`config.mk`:
```
export PLATFORM = sky130hd
export DESIGN_NAME = dda_line_rasterizer
export DESIGN_NICKNAME = d
export VERILOG_FILES = /design/src/rtl/core/dda_pkg.sv /design/src/rtl/core/dda_ctrl.sv /design/src/rtl/core/dda_path.sv /design/src/rtl/core/dda_line_rasterizer.sv
export SDC_FILE = /design/constraint.sdc
export NUM_CORES = 1
export LEC_CHECK = 0
export BUFFER_PORTS_ARGS = -buffer_cell sky130_fd_sc_hd__buf_2
export CAP_MARGIN = 20
export CORE_ASPECT_RATIO = 0.5
export CORE_UTILIZATION = 35
export DETAILED_ROUTE_END_ITERATION = 10
export PLACE_DENSITY_LB_ADDON = 0.2
export RECOVER_POWER = 100
export SLEW_MARGIN = 20
export SYNTH_ARGS = -nofsm -noshare
export SYNTH_HDL_FRONTEND = slang
export SYNTH_SLANG_ARGS = --single-unit
```
`constraint.sdc`:
```
create_clock -name clock -period 10.6 [get_ports clock]
set_clock_uncertainty 0.15 [all_clocks]
set_input_delay 0.53 -clock clock [delete_from_list [all_inputs] [get_ports clock]]
set_output_delay 0.53 -clock clock [all_outputs]
set_load 0.05 [all_outputs]
```
`src/rtl/core/dda_pkg.sv`:
```
// Shared types, widths and constants for the DDA line rasterizer.
`default_nettype none
package dda_pkg;

   localparam int TILE_BITS = 6;
   localparam int FRAC_BITS = 16;

   // signed Q(TILE_BITS).FRAC_BITS accumulator with one sign bit
   localparam int ACC_W = TILE_BITS + FRAC_BITS + 1;
   // signed Q1.FRAC_BITS slope
   localparam int SLOPE_W = FRAC_BITS + 2;
   // dividend of the slope division, one quotient bit per step
   localparam int DIV_STEPS = TILE_BITS + FRAC_BITS;
   localparam int DIV_CNT_W = $clog2(DIV_STEPS);
   localparam int COLOR_W = 32;
   localparam logic [COLOR_W-1:0] COLOR_RESET = {COLOR_W{1'b1}};

   typedef struct packed {
      logic [TILE_BITS-1:0] start_x;
      logic [TILE_BITS-1:0] start_y;
      logic [TILE_BITS-1:0] end_x;
      logic [TILE_BITS-1:0] end_y;
   } req_type;

   typedef struct packed {
      logic [TILE_BITS-1:0] pixel_x;
      logic [TILE_BITS-1:0] pixel_y;
      logic [COLOR_W-1:0]   pixel_color;
      logic                 last_pixel;
   } rsp_type;

   typedef struct packed {
      logic load;
      logic div_step;
      logic pixel_step;
   } cmd_type;

   typedef struct packed {
      logic out_free;
      logic at_end;
   } status_type;

endpackage
`default_nettype wire

```
`src/rtl/core/dda_ctrl.sv`:
```
// Sequencer for the rasterizer: capture, slope division, pixel stepping.
`default_nettype none
module dda_ctrl
   import dda_pkg::*;
(
   input  wire logic       clock,
   input  wire logic       reset,
   input  wire logic       req_valid,
   output logic            req_stall,
   input  wire status_type status,
   output cmd_type         cmd
);

   typedef enum logic [1:0] {
      IDLE,
      DIVIDE,
      DRAW
   } state_type;

   state_type state_ff;
   state_type state_in;
   logic [DIV_CNT_W-1:0] count_ff;
   logic [DIV_CNT_W-1:0] count_in;

   always_comb begin
      state_in = state_ff;
      count_in = count_ff;
      cmd = '0;
      unique case (state_ff)
         IDLE: begin
            if (req_valid) begin
               cmd.load = 1'b1;
               count_in = DIV_CNT_W'(DIV_STEPS - 1);
               state_in = DIVIDE;
            end
         end
         DIVIDE: begin
            cmd.div_step = 1'b1;
            if (count_ff == '0) begin
               state_in = DRAW;
            end else begin
               count_in = count_ff - 1'b1;
            end
         end
         DRAW: begin
            if (status.out_free) begin
               cmd.pixel_step = 1'b1;
               if (status.at_end) begin
                  state_in = IDLE;
               end
            end
         end
         default: begin
            state_in = IDLE;
         end
      endcase
   end

   assign req_stall = (state_ff != IDLE);

   always_ff @(posedge clock) begin
      if (reset) begin
         state_ff <= IDLE;
         count_ff <= '0;
      end else begin
         state_ff <= state_in;
         count_ff <= count_in;
      end
   end

endmodule
`default_nettype wire

```
`src/rtl/core/dda_path.sv`:
```
// Datapath for the rasterizer: endpoint ordering, serial divider, accumulator, output register.
`default_nettype none
module dda_path
   import dda_pkg::*;
(
   input  wire logic               clock,
   input  wire logic               reset,
   input  wire req_type            req_payload,
   input  wire cmd_type            cmd,
   output status_type              status,
   input  wire logic               csr_write_enable,
   input  wire logic [COLOR_W-1:0] csr_write_data,
   output logic                    rsp_valid,
   input  wire logic               rsp_stall,
   output rsp_type                 rsp_payload
);

   localparam logic [TILE_BITS-1:0] TILE_MAX = {TILE_BITS{1'b1}};

   logic [COLOR_W-1:0]            color_ff;
   logic                          steep_ff;
   logic                          neg_ff;
   logic                          zero_ff;
   logic [TILE_BITS-1:0]          major_pos_ff;
   logic [TILE_BITS-1:0]          major_end_ff;
   logic [TILE_BITS-1:0]          divisor_ff;
   logic [TILE_BITS-1:0]          rem_ff;
   logic [DIV_STEPS-1:0]          quot_ff;
   logic signed [ACC_W-1:0]       acc_ff;
   logic                          rsp_valid_ff;
   rsp_type                       rsp_ff;

   // endpoint ordering
   logic [TILE_BITS-1:0] adx, ady, a0, b0, a1, b1, dmaj, amin;
   logic                 steep, swap, dneg;

   always_comb begin
      adx = (req_payload.end_x > req_payload.start_x) ?
            req_payload.end_x - req_payload.start_x :
            req_payload.start_x - req_payload.end_x;
      ady = (req_payload.end_y > req_payload.start_y) ?
            req_payload.end_y - req_payload.start_y :
            req_payload.start_y - req_payload.end_y;
      steep = ady > adx;
      if (steep) begin
         a0 = req_payload.start_y;
         b0 = req_payload.start_x;
         a1 = req_payload.end_y;
         b1 = req_payload.end_x;
      end else begin
         a0 = req_payload.start_x;
         b0 = req_payload.start_y;
         a1 = req_payload.end_x;
         b1 = req_payload.end_y;
      end
      swap = a1 < a0;
      if (swap) begin
         {a0, a1} = {a1, a0};
         {b0, b1} = {b1, b0};
      end
      dmaj = a1 - a0;
      dneg = b1 < b0;
      amin = dneg ? b0 - b1 : b1 - b0;
   end

   // restoring division step
   logic [TILE_BITS:0]   rem_shift;
   logic                 qbit;
   logic [TILE_BITS-1:0] rem_next;

   always_comb begin
      rem_shift = {rem_ff, quot_ff[DIV_STEPS-1]};
      qbit = rem_shift >= {1'b0, divisor_ff};
      rem_next = qbit ? TILE_BITS'(rem_shift - {1'b0, divisor_ff}) : rem_shift[TILE_BITS-1:0];
   end

   // signed slope from the quotient
   logic [SLOPE_W-1:0]      mag;
   logic signed [SLOPE_W-1:0] slope;
   logic signed [ACC_W-1:0]   slope_ext;

   always_comb begin
      mag = {1'b0, quot_ff[FRAC_BITS:0]};
      if (zero_ff) begin
         slope = '0;
      end else if (neg_ff) begin
         slope = -$signed(mag);
      end else begin
         slope = $signed(mag);
      end
      slope_ext = {{(ACC_W - SLOPE_W){slope[SLOPE_W-1]}}, slope};
   end

   // round half up, then saturate to the tile
   logic signed [ACC_W:0] rsum;
   logic [TILE_BITS-1:0]  minor;

   always_comb begin
      rsum = {acc_ff[ACC_W-1], acc_ff} + (ACC_W+1)'(1 << (FRAC_BITS - 1));
      if (rsum[ACC_W]) begin
         minor = '0;
      end else if (rsum[ACC_W-1]) begin
         minor = TILE_MAX;
      end else begin
         minor = rsum[FRAC_BITS +: TILE_BITS];
      end
   end

   assign status.out_free = !rsp_valid_ff || !rsp_stall;
   assign status.at_end   = (major_pos_ff == major_end_ff);

   always_ff @(posedge clock) begin
      if (reset) begin
         color_ff     <= COLOR_RESET;
         rsp_valid_ff <= 1'b0;
      end else begin
         if (csr_write_enable) begin
            color_ff <= csr_write_data;
         end
         if (cmd.pixel_step) begin
            rsp_valid_ff <= 1'b1;
         end else if (!rsp_stall) begin
            rsp_valid_ff <= 1'b0;
         end
      end
   end

   always_ff @(posedge clock) begin
      if (cmd.load) begin
         steep_ff     <= steep;
         neg_ff       <= dneg;
         zero_ff      <= (dmaj == '0);
         major_pos_ff <= a0;
         major_end_ff <= a1;
         divisor_ff   <= dmaj;
         rem_ff       <= '0;
         quot_ff      <= {amin, {FRAC_BITS{1'b0}}} + DIV_STEPS'(dmaj >> 1);
         acc_ff       <= {1'b0, b0, {FRAC_BITS{1'b0}}};
      end
      if (cmd.div_step) begin
         rem_ff  <= rem_next;
         quot_ff <= {quot_ff[DIV_STEPS-2:0], qbit};
      end
      if (cmd.pixel_step) begin
         rsp_ff.pixel_x     <= steep_ff ? minor : major_pos_ff;
         rsp_ff.pixel_y     <= steep_ff ? major_pos_ff : minor;
         rsp_ff.pixel_color <= color_ff;
         rsp_ff.last_pixel  <= status.at_end;
         major_pos_ff       <= major_pos_ff + 1'b1;
         acc_ff             <= acc_ff + slope_ext;
      end
   end

   assign rsp_valid   = rsp_valid_ff;
   assign rsp_payload = rsp_ff;

endmodule
`default_nettype wire

```
`src/rtl/core/dda_line_rasterizer.sv`:
```
// Top level of the DDA line rasterizer: sequencer plus datapath.
// Operation: a request is taken, the serial slope divider runs to completion, and then
// pixels are drawn one per cycle unless stalled.
// One segment of n pixels (1..64) is handled at a time: the serial divider runs first,
// then the single accumulator steps one pixel per cycle unless stalled.
// Reset: synchronous, active high; returns to idle, drops any pending pixel, color = all ones.
`default_nettype none
module dda_line_rasterizer
   import dda_pkg::*;
(
   input  wire logic               clock,
   input  wire logic               reset,
   // segment requests
   input  wire logic               req_valid,
   output logic                    req_stall,
   input  wire req_type            req_payload,
   // pixel results
   output logic                    rsp_valid,
   input  wire logic               rsp_stall,
   output rsp_type                 rsp_payload,
   // color register
   input  wire logic               csr_write_enable,
   input  wire logic [COLOR_W-1:0] csr_write_data
);

   cmd_type    cmd;
   status_type status;

   // Sequencer: hold off requests while a segment is being divided or drawn.
   // The last pixel sits in the output register, so the next request can be
   // taken while it still waits for the consumer.
   dda_ctrl u_ctrl (
      .clock     (clock),
      .reset     (reset),
      .req_valid (req_valid),
      .req_stall (req_stall),
      .status    (status),
      .cmd       (cmd)
   );

   // Datapath: order endpoints on capture, divide for the slope, then
   // advance the major coordinate and the minor accumulator per pixel.
   dda_path u_path (
      .clock            (clock),
      .reset            (reset),
      .req_payload      (req_payload),
      .cmd              (cmd),
      .status           (status),
      .csr_write_enable (csr_write_enable),
      .csr_write_data   (csr_write_data),
      .rsp_valid        (rsp_valid),
      .rsp_stall        (rsp_stall),
      .rsp_payload      (rsp_payload)
   );

endmodule
`default_nettype wire

```
==> metrics.csv, run 1 <==
stage,metric,value,unit
worst_hold_path,worst_hold_startpoint,csr_write_data[2],
detailed_routing,drt_drc_violations_left,0,
worst_hold_path,hp-class,primary input to flip-flop,
grt,grt_first_pass_wirelength,38700,um
cts,cts_tree,yes,
detailed_routing,detail-route-antenna-nets,0,
critical_path,r2r_start,u_path.quot_ff[1],
layout,final_cell_count_no_fill,1523,
floorplan,start_util,0.362,
logic_synthesis,yosys.area.top_type,edfxtp_1,
power,power_per_cell_area,356,nW/um^2
logic_synthesis,syn-cell-area,10200,sq um
grt,grt_overflow,0,
floorplan,coreArea,28200,sq um
logic_synthesis,synth_seq_cells,157,
layout,multi_input_area,5420,sq um
timing,period_share,0.896,
layout,fill_cells,2805,
logic_synthesis,yosysWarnings,0,
grt,antenna_found_initial,0,
floorplan,dieWidth,243,um
timing,hold_viol_final,0,
power,leakage,4.79,nW
timing,finalSetupViolCount,0,
placed_design,io_buffers,107,
outcome,run_status,finished with violations,
grt,grt_max_degree,65,
cts,cts_buffers,17,
layout,antennaDiodeCount,0,
floorplan,rows,43,
timing,fmax,0.105,GHz
logic_synthesis,synth_most_common_cell,edfxtp_1,
timing,tightest_slew,2.84,ns
detailed_routing,vias,7828,
logic_synthesis,synth.net_count,1183,
critical_path,cp.arrival,9.49,ns
layout,drive_above_1_share,0.109,
grt,grt_usage,0.163,
timing,rsz0062_at_grt,false,
placed_design,place_hpwl,17700,um
cts,cts_buffer_depth,2,
layout,area_growth,13.3,%
detailed_routing,wl_per_cell,15.8,um
timing,slew_viol_final,123,
run,max_cap_violations,3,
cts,htree_levels,4,
floorplan,pin_count,108,
detailed_routing,first_pass_iters,5,
floorplan,die-height,123,um
placed_design,place.gp.congestion,0.893,
detailed_routing,routed_wl,24000,um
critical_path,critPathRequiredTime,10.58,ns
critical_path,crit_fanout,36,
floorplan,die-area,29900,sq um
layout,regArea,4310,sq um
timing,fin_crit,9.50,ns
logic_synthesis,syn_avg_cell_area,9.84,sq um
cts,cts_sinks,157,
detailed_routing,drtIter0Drc,564,
critical_path,worstSetupPathType,primary input to flip-flop,
logic_synthesis,ys.flop_type,edfxtp_1,
grt,grt_pass1_vias,7497,
logic_synthesis,synthTopCellsByArea,"edfxtp_1 34%, ha_1 9.4%, dfxtp_1 7.8%, a21oi_1 4.8%, nor2_1 3.5%",
logic_synthesis,async_reset_ff_frac,0,
detailed_routing,vias_per_cell,5.14,
placed_design,dpl.cell_count,1491,
power,ir_drop,154,uV
cts,hold_buffers,0,
critical_path,crit_slowest_cell,o32ai_4,
critical_path,critPathMaxStageDelay,0.78,ns
timing,setup-tns-final,0,ns
logic_synthesis,ys_top_cells_by_count,"117 x edfxtp_1, 97 x a21oi_1, 96 x nor2_1, 77 x ha_1, 77 x inv_1",
critical_path,startpoint_type,primary input,
cts,path_clk_slew,0.07,ns
critical_path,crit_top_cell,a21o_1,
cts,cts-root-buf,clkbuf_16,
logic_synthesis,yosys.cell_types.count,66,
cts,post_cts_buffers,0,
logic_synthesis,yosysSeqAreaShare,0.423,
layout,nets,1274,
critical_path,cp-startpoint,req_payload[6],
logic_synthesis,synth-edff-count,117,
logic_synthesis,postSynthCellCount,1037,
timing,slew-limit-headroom,-0.892,
logic_synthesis,synth_top_area_frac,0.344,
cts,clock_latency,0.43,ns
critical_path,crit_path_end_kind,flip-flop,
cts,cts_resized,0,
outcome,failed_checks,"capacitance limit, slew limit",
[through the flow]
stage / power, mW / setup WS (ns) / area (sq um) / hold slack, ns / utilization
floorplan: 3.00 / 1.27 / 10200 / 0.251 / -
global placement: 3.54 / 1.10 / 11100 / 0.253 / 0.394
detailed placement: 3.55 / 0.852 / 11100 / 0.256 / 0.394
CTS: 4.14 / 1.29 / 11600 / 0.134 / 0.413
global route: 4.49 / 0.277 / 11600 / 0.137 / 0.410
finish: 4.12 / 1.10 / 11600 / 0.154 / 0.410
[path summary, 6_finish.rpt]
| kind | to | slack [ns] | cells after the start |
|---|---|---|---|
| max | u_path.quot_ff[21] | 1.10 | 40 |
| min | u_path.color_ff[2] | 0.15 | 2 |
| max reg2reg | u_path.acc_ff[22] | 5.49 | 15 |
| min reg2reg | u_path.rsp_payload[17] | 0.27 | 0 |
[power breakdown]
| part | total [mW] | switching, mW | internal [mW] |
|---|---|---|---|
| clock | 0.565 | 0.263 | 0.302 |
| sequential | 1.05 | 0.122 | 0.930 |
| combinational | 2.50 | 1.47 | 1.03 |
[cells by family after synthesis]
group | share of synthesized area
and+or+nand+nor | 0.140
DFF | 0.423
muxes | 0.0473
AOI/OAI and AO/OA | 0.175
buffers and inverters | 0.0449
xor gates and xnor gates | 0.0599
adders and majority gates | 0.111
[state kept, by name, indices dropped and copies added, names as in the netlist]
register / flops
u_ctrl.count_ff: 5
u_ctrl.state_ff: 2
u_path.acc_ff: 23
u_path.color_ff: 32
u_path.divisor_ff: 6
u_path.major_end_ff: 6
u_path.major_pos_ff: 6
u_path.neg_ff: 1
u_path.quot_ff: 22
u_path.rem_ff: 6
u_path.rsp_payload: 45
u_path.rsp_valid: 1
u_path.steep_ff: 1
u_path.zero_ff: 1
[cell type report]
cell class | instances | share of cell area
multi-input combinational | 760 | 0.469
sequential | 157 | 0.373
timing repair buffer | 114 | 0.0445
tap | 382 | 0.0413
clock buffer | 17 | 0.0368
inverter | 78 | 0.0253
clock inverter | 15 | 0.00996
[worst max-delay path: cells and delay by family]
family | cells | cell delay, ns
fa+ha+maj | 6 | 1.72
mux | 3 | 0.85
xor+xnor | 2 | 0.33
buf+inv | 6 | 1.46
compound gates | 18 | 3.82
simple gates | 5 | 0.78
[cell usage in the layout (no fill, tap or decap), types with 35 or more instances in the layout]
cell type / synthesis / final
nand2_1: 59 / 59
buf_2: 6 / 57
o21ai_0: 41 / 41
inv_1: 77 / 78
ha_1: 77 / 77
a21oi_1: 97 / 97
dfxtp_1: 40 / 40
edfxtp_1: 117 / 117
nor2_1: 96 / 96
clkbuf_1: 27 / 53
nor2b_1: 42 / 42
xor2_1: 35 / 35
[metal layers]
metal / share of wire / GRT usage / up-vias
met5: 0 / 0 / -
met4: 0.021 / 0.0547 / 0
met3: 0.044 / 0.0361 / 35
met1: 0.50 / 0.223 / 3713
li1: - / - / 3899
met2: 0.43 / 0.256 / 181
Note: power is estimated with default switching activity, not from simulation.
==> run 2: changes to the inputs <==
--- a/config.mk
+++ b/config.mk
@@ -9,6 +9,7 @@
 export CAP_MARGIN = 20
 export CORE_ASPECT_RATIO = 0.5
 export CORE_UTILIZATION = 35
+export CTS_BUF_LIST = sky130_fd_sc_hd__clkbuf_4
 export DETAILED_ROUTE_END_ITERATION = 10
 export PLACE_DENSITY_LB_ADDON = 0.2
 export RECOVER_POWER = 100
==> run 2 against run 1 <==
The flow still finishes with violations (capacitance limit, slew limit). Sequential power about the same. Global-route usage up 0.15 points. Sequential share of layout area about the same. Hold slack worse by 0.092 ns. First-iteration DRC count shrank 2.5%. Design area increased by 0.13%. Routed wire length increased by 0.95%. Critical endpoint unchanged. Highest routed layer unchanged.
==> metrics.csv, run 2 (synthesized netlist as in run 1, its figures left out) <==
stage,metric,value,unit,change
power,leakage,4.79,nW,about the same
critical_path,worstSetupPathType,primary input to flip-flop,,
floorplan,die-height,123,um,unchanged
timing,finalSetupViolCount,0,,unchanged
timing,hold_viol_final,0,,unchanged
critical_path,reg2reg_depth,15,,unchanged
grt,grt_max_degree,65,,unchanged
worst_hold_path,worst_hold_startpoint,csr_write_data[18],,
layout,final_cell_mix,"117 x edfxtp_1, 97 x a21oi_1, 96 x nor2_1, 78 x inv_1, 77 x ha_1",,
detailed_routing,drt_drc_violations_left,0,,unchanged
grt,grt_usage,0.165,,+0.00152
run,max_cap_violations,3,,unchanged
placed_design,post-place-ws,0.852,ns,unchanged
outcome,run_status,finished with violations,,
timing,fin_ws,1.23,ns,+0.130 ns
timing,period_share,0.884,,-0.0123
detailed_routing,vias,7922,,+1.2%
floorplan,pin_count,108,,unchanged
layout,area_growth,13.4,%,
placed_design,io_buffers,107,,unchanged
layout,nets,1305,,+2.4%
timing,tightest_slew,2.82,ns,-0.0230 ns
floorplan,die-area,29900,sq um,unchanged
critical_path,crit_top_cell,a21o_1,,
cts,post_cts_buffers,0,,unchanged
detailed_routing,routed_wl,24200,um,+0.95%
layout,final_util,0.411,,+0.000533
floorplan,rows,43,,unchanged
timing,slew_viol_final,123,,unchanged
worst_hold_path,hold_end,u_path.color_ff[18],,
worst_hold_path,hp-class,primary input to flip-flop,,
detailed_routing,first_pass_iters,5,,unchanged
grt,grt_overflow,0,,unchanged
critical_path,r2r_setup_slack,5.48,ns,about the same
critical_path,r2r_start,u_path.quot_ff[1],,
grt,grt_pass1_vias,7591,,+1.3%
worst_hold_path,hold_depth,2,,unchanged
layout,fill_cells,2825,,+0.71%
cts,cts_tree,yes,,
detailed_routing,detail-route-antenna-nets,0,,unchanged
outcome,failed_checks,"capacitance limit, slew limit",,
cts,path_clk_slew,0.13,ns,+0.06 ns
layout,drive_above_1_share,0.106,,-0.00287
placed_design,place.gp.congestion,0.893,,unchanged
critical_path,crit_path_end_kind,flip-flop,,
timing,slew-limit-headroom,-0.877,,+0.0153
cts,clock_latency,0.56,ns,+0.13 ns
layout,layout_commonest_cell,edfxtp_1,,
cts,cts_buffer_depth,2,,unchanged
power,power_per_cell_area,336,nW/um^2,-5.8%
critical_path,r2r_end,u_path.acc_ff[22],,
timing,rsz0062_at_grt,false,,
cts,cts-root-buf,clkbuf_4,,
cts,hold_buffers,31,,+31
floorplan,dieWidth,243,um,unchanged
floorplan,coreArea,28200,sq um,unchanged
timing,setup-tns-final,0,ns,unchanged
layout,regArea,4310,sq um,unchanged
critical_path,critPathMaxStageDelay,0.78,ns,about the same
detailed_routing,drtIter0Drc,550,,-2.5%
floorplan,start_util,0.362,,unchanged
detailed_routing,wl_per_cell,15.6,um,-1.1%
critical_path,critPathRequiredTime,10.73,ns,+0.15 ns
timing,fmax,0.107,GHz,+1.4%
layout,multi_input_area,5420,sq um,unchanged
grt,grt_first_pass_wirelength,39100,um,+1.2%
cts,cts_sinks,157,,unchanged
layout,largest_reg_flops,45,,unchanged
critical_path,crit_fanout,36,,unchanged
timing,fin_crit,9.37,ns,-0.130 ns
critical_path,cp.arrival,9.50,ns,about the same
placed_design,place_hpwl,17700,um,unchanged
detailed_routing,vias_per_cell,5.09,,-0.88%
cts,cts_buffers,17,,unchanged
cts,htree_levels,4,,unchanged
critical_path,crit_slowest_cell,o32ai_4,,
power,ir_drop,143,uV,-6.9%
cts,cts_resized,0,,unchanged
critical_path,startpoint_type,primary input,,
grt,antenna_found_initial,1,,+1
==> run 2: changes by cell type in the layout (fill, tap and decap cells not counted) <==
| cell | before | now |
|---|---|---|
| diode_2 | 0 | 1 |
| clkbuf_16 | 17 | 0 |
| dlygate4sd3_1 | 0 | 31 |
| clkbuf_4 | 0 | 17 |
==> run 2: per-stage QoR <==
stage	power (mW)	std cells	hold WS, ns	cell area (sq um)
floorplan	3.00	1037	0.251	10200
global placement	3.54	1491	0.253	11100
detailed placement	3.55	1491	0.256	11100
CTS	3.90	1554	0.00339	11700
global route	4.26	1555	0.00772	11600
finish	3.89	1555	0.0620	11600
==> run 2: layer usage <==
| layer | wire, um | vias to the layer above | global-route usage |
|---|---|---|---|
| met3 | 1040 | 28 | 0.0302 |
| met2 | 10600 | 184 | 0.258 |
| met4 | 486 | 0 | 0.0605 |
| met1 | 12100 | 3751 | 0.228 |
| met5 | 0 | - | 0 |
| li1 | - | 3959 | - |
==> run 2: worst max-delay path, delay by kind of cell <==
family	cells	cell delay, ns
AOI/OAI and AO/OA	18	3.81
adders and majority gates	6	1.72
buffers and inverters	6	1.46
muxes	3	0.87
and+or+nand+nor	5	0.78
xor gates and xnor gates	2	0.33
==> run 2: power breakdown <==
group	switching, mW	internal [mW]	total [mW]
logic	1.47	1.04	2.51
clock network	0.232	0.0952	0.327
registers	0.123	0.928	1.05
total	1.82	2.06	3.89
==> run 2: layout make-up <==
cell class	instances	area share
Antenna cell	1	0.000216
Timing Repair Buffer	145	0.0712
Inverter	78	0.0253
Clock inverter	15	0.00994
Clock buffer	17	0.0110
Sequential cell	157	0.373
Tap cell	382	0.0413
Multi-Input combinational cell	760	0.468
==> run 2: worst max-delay path by stage <==
stage | slack, ns | end | start
CTS | 1.48 | u_path.quot_ff[21] | req_payload[6]
floorplan | 1.27 | u_path.quot_ff[21] | req_payload[0]
detailed placement | 0.85 | u_path.quot_ff[21] | req_payload[6]
global placement | 1.10 | u_path.quot_ff[21] | req_payload[6]
finish | 1.23 | u_path.quot_ff[21] | req_payload[6]
global route | 0.47 | u_path.quot_ff[21] | req_payload[6]
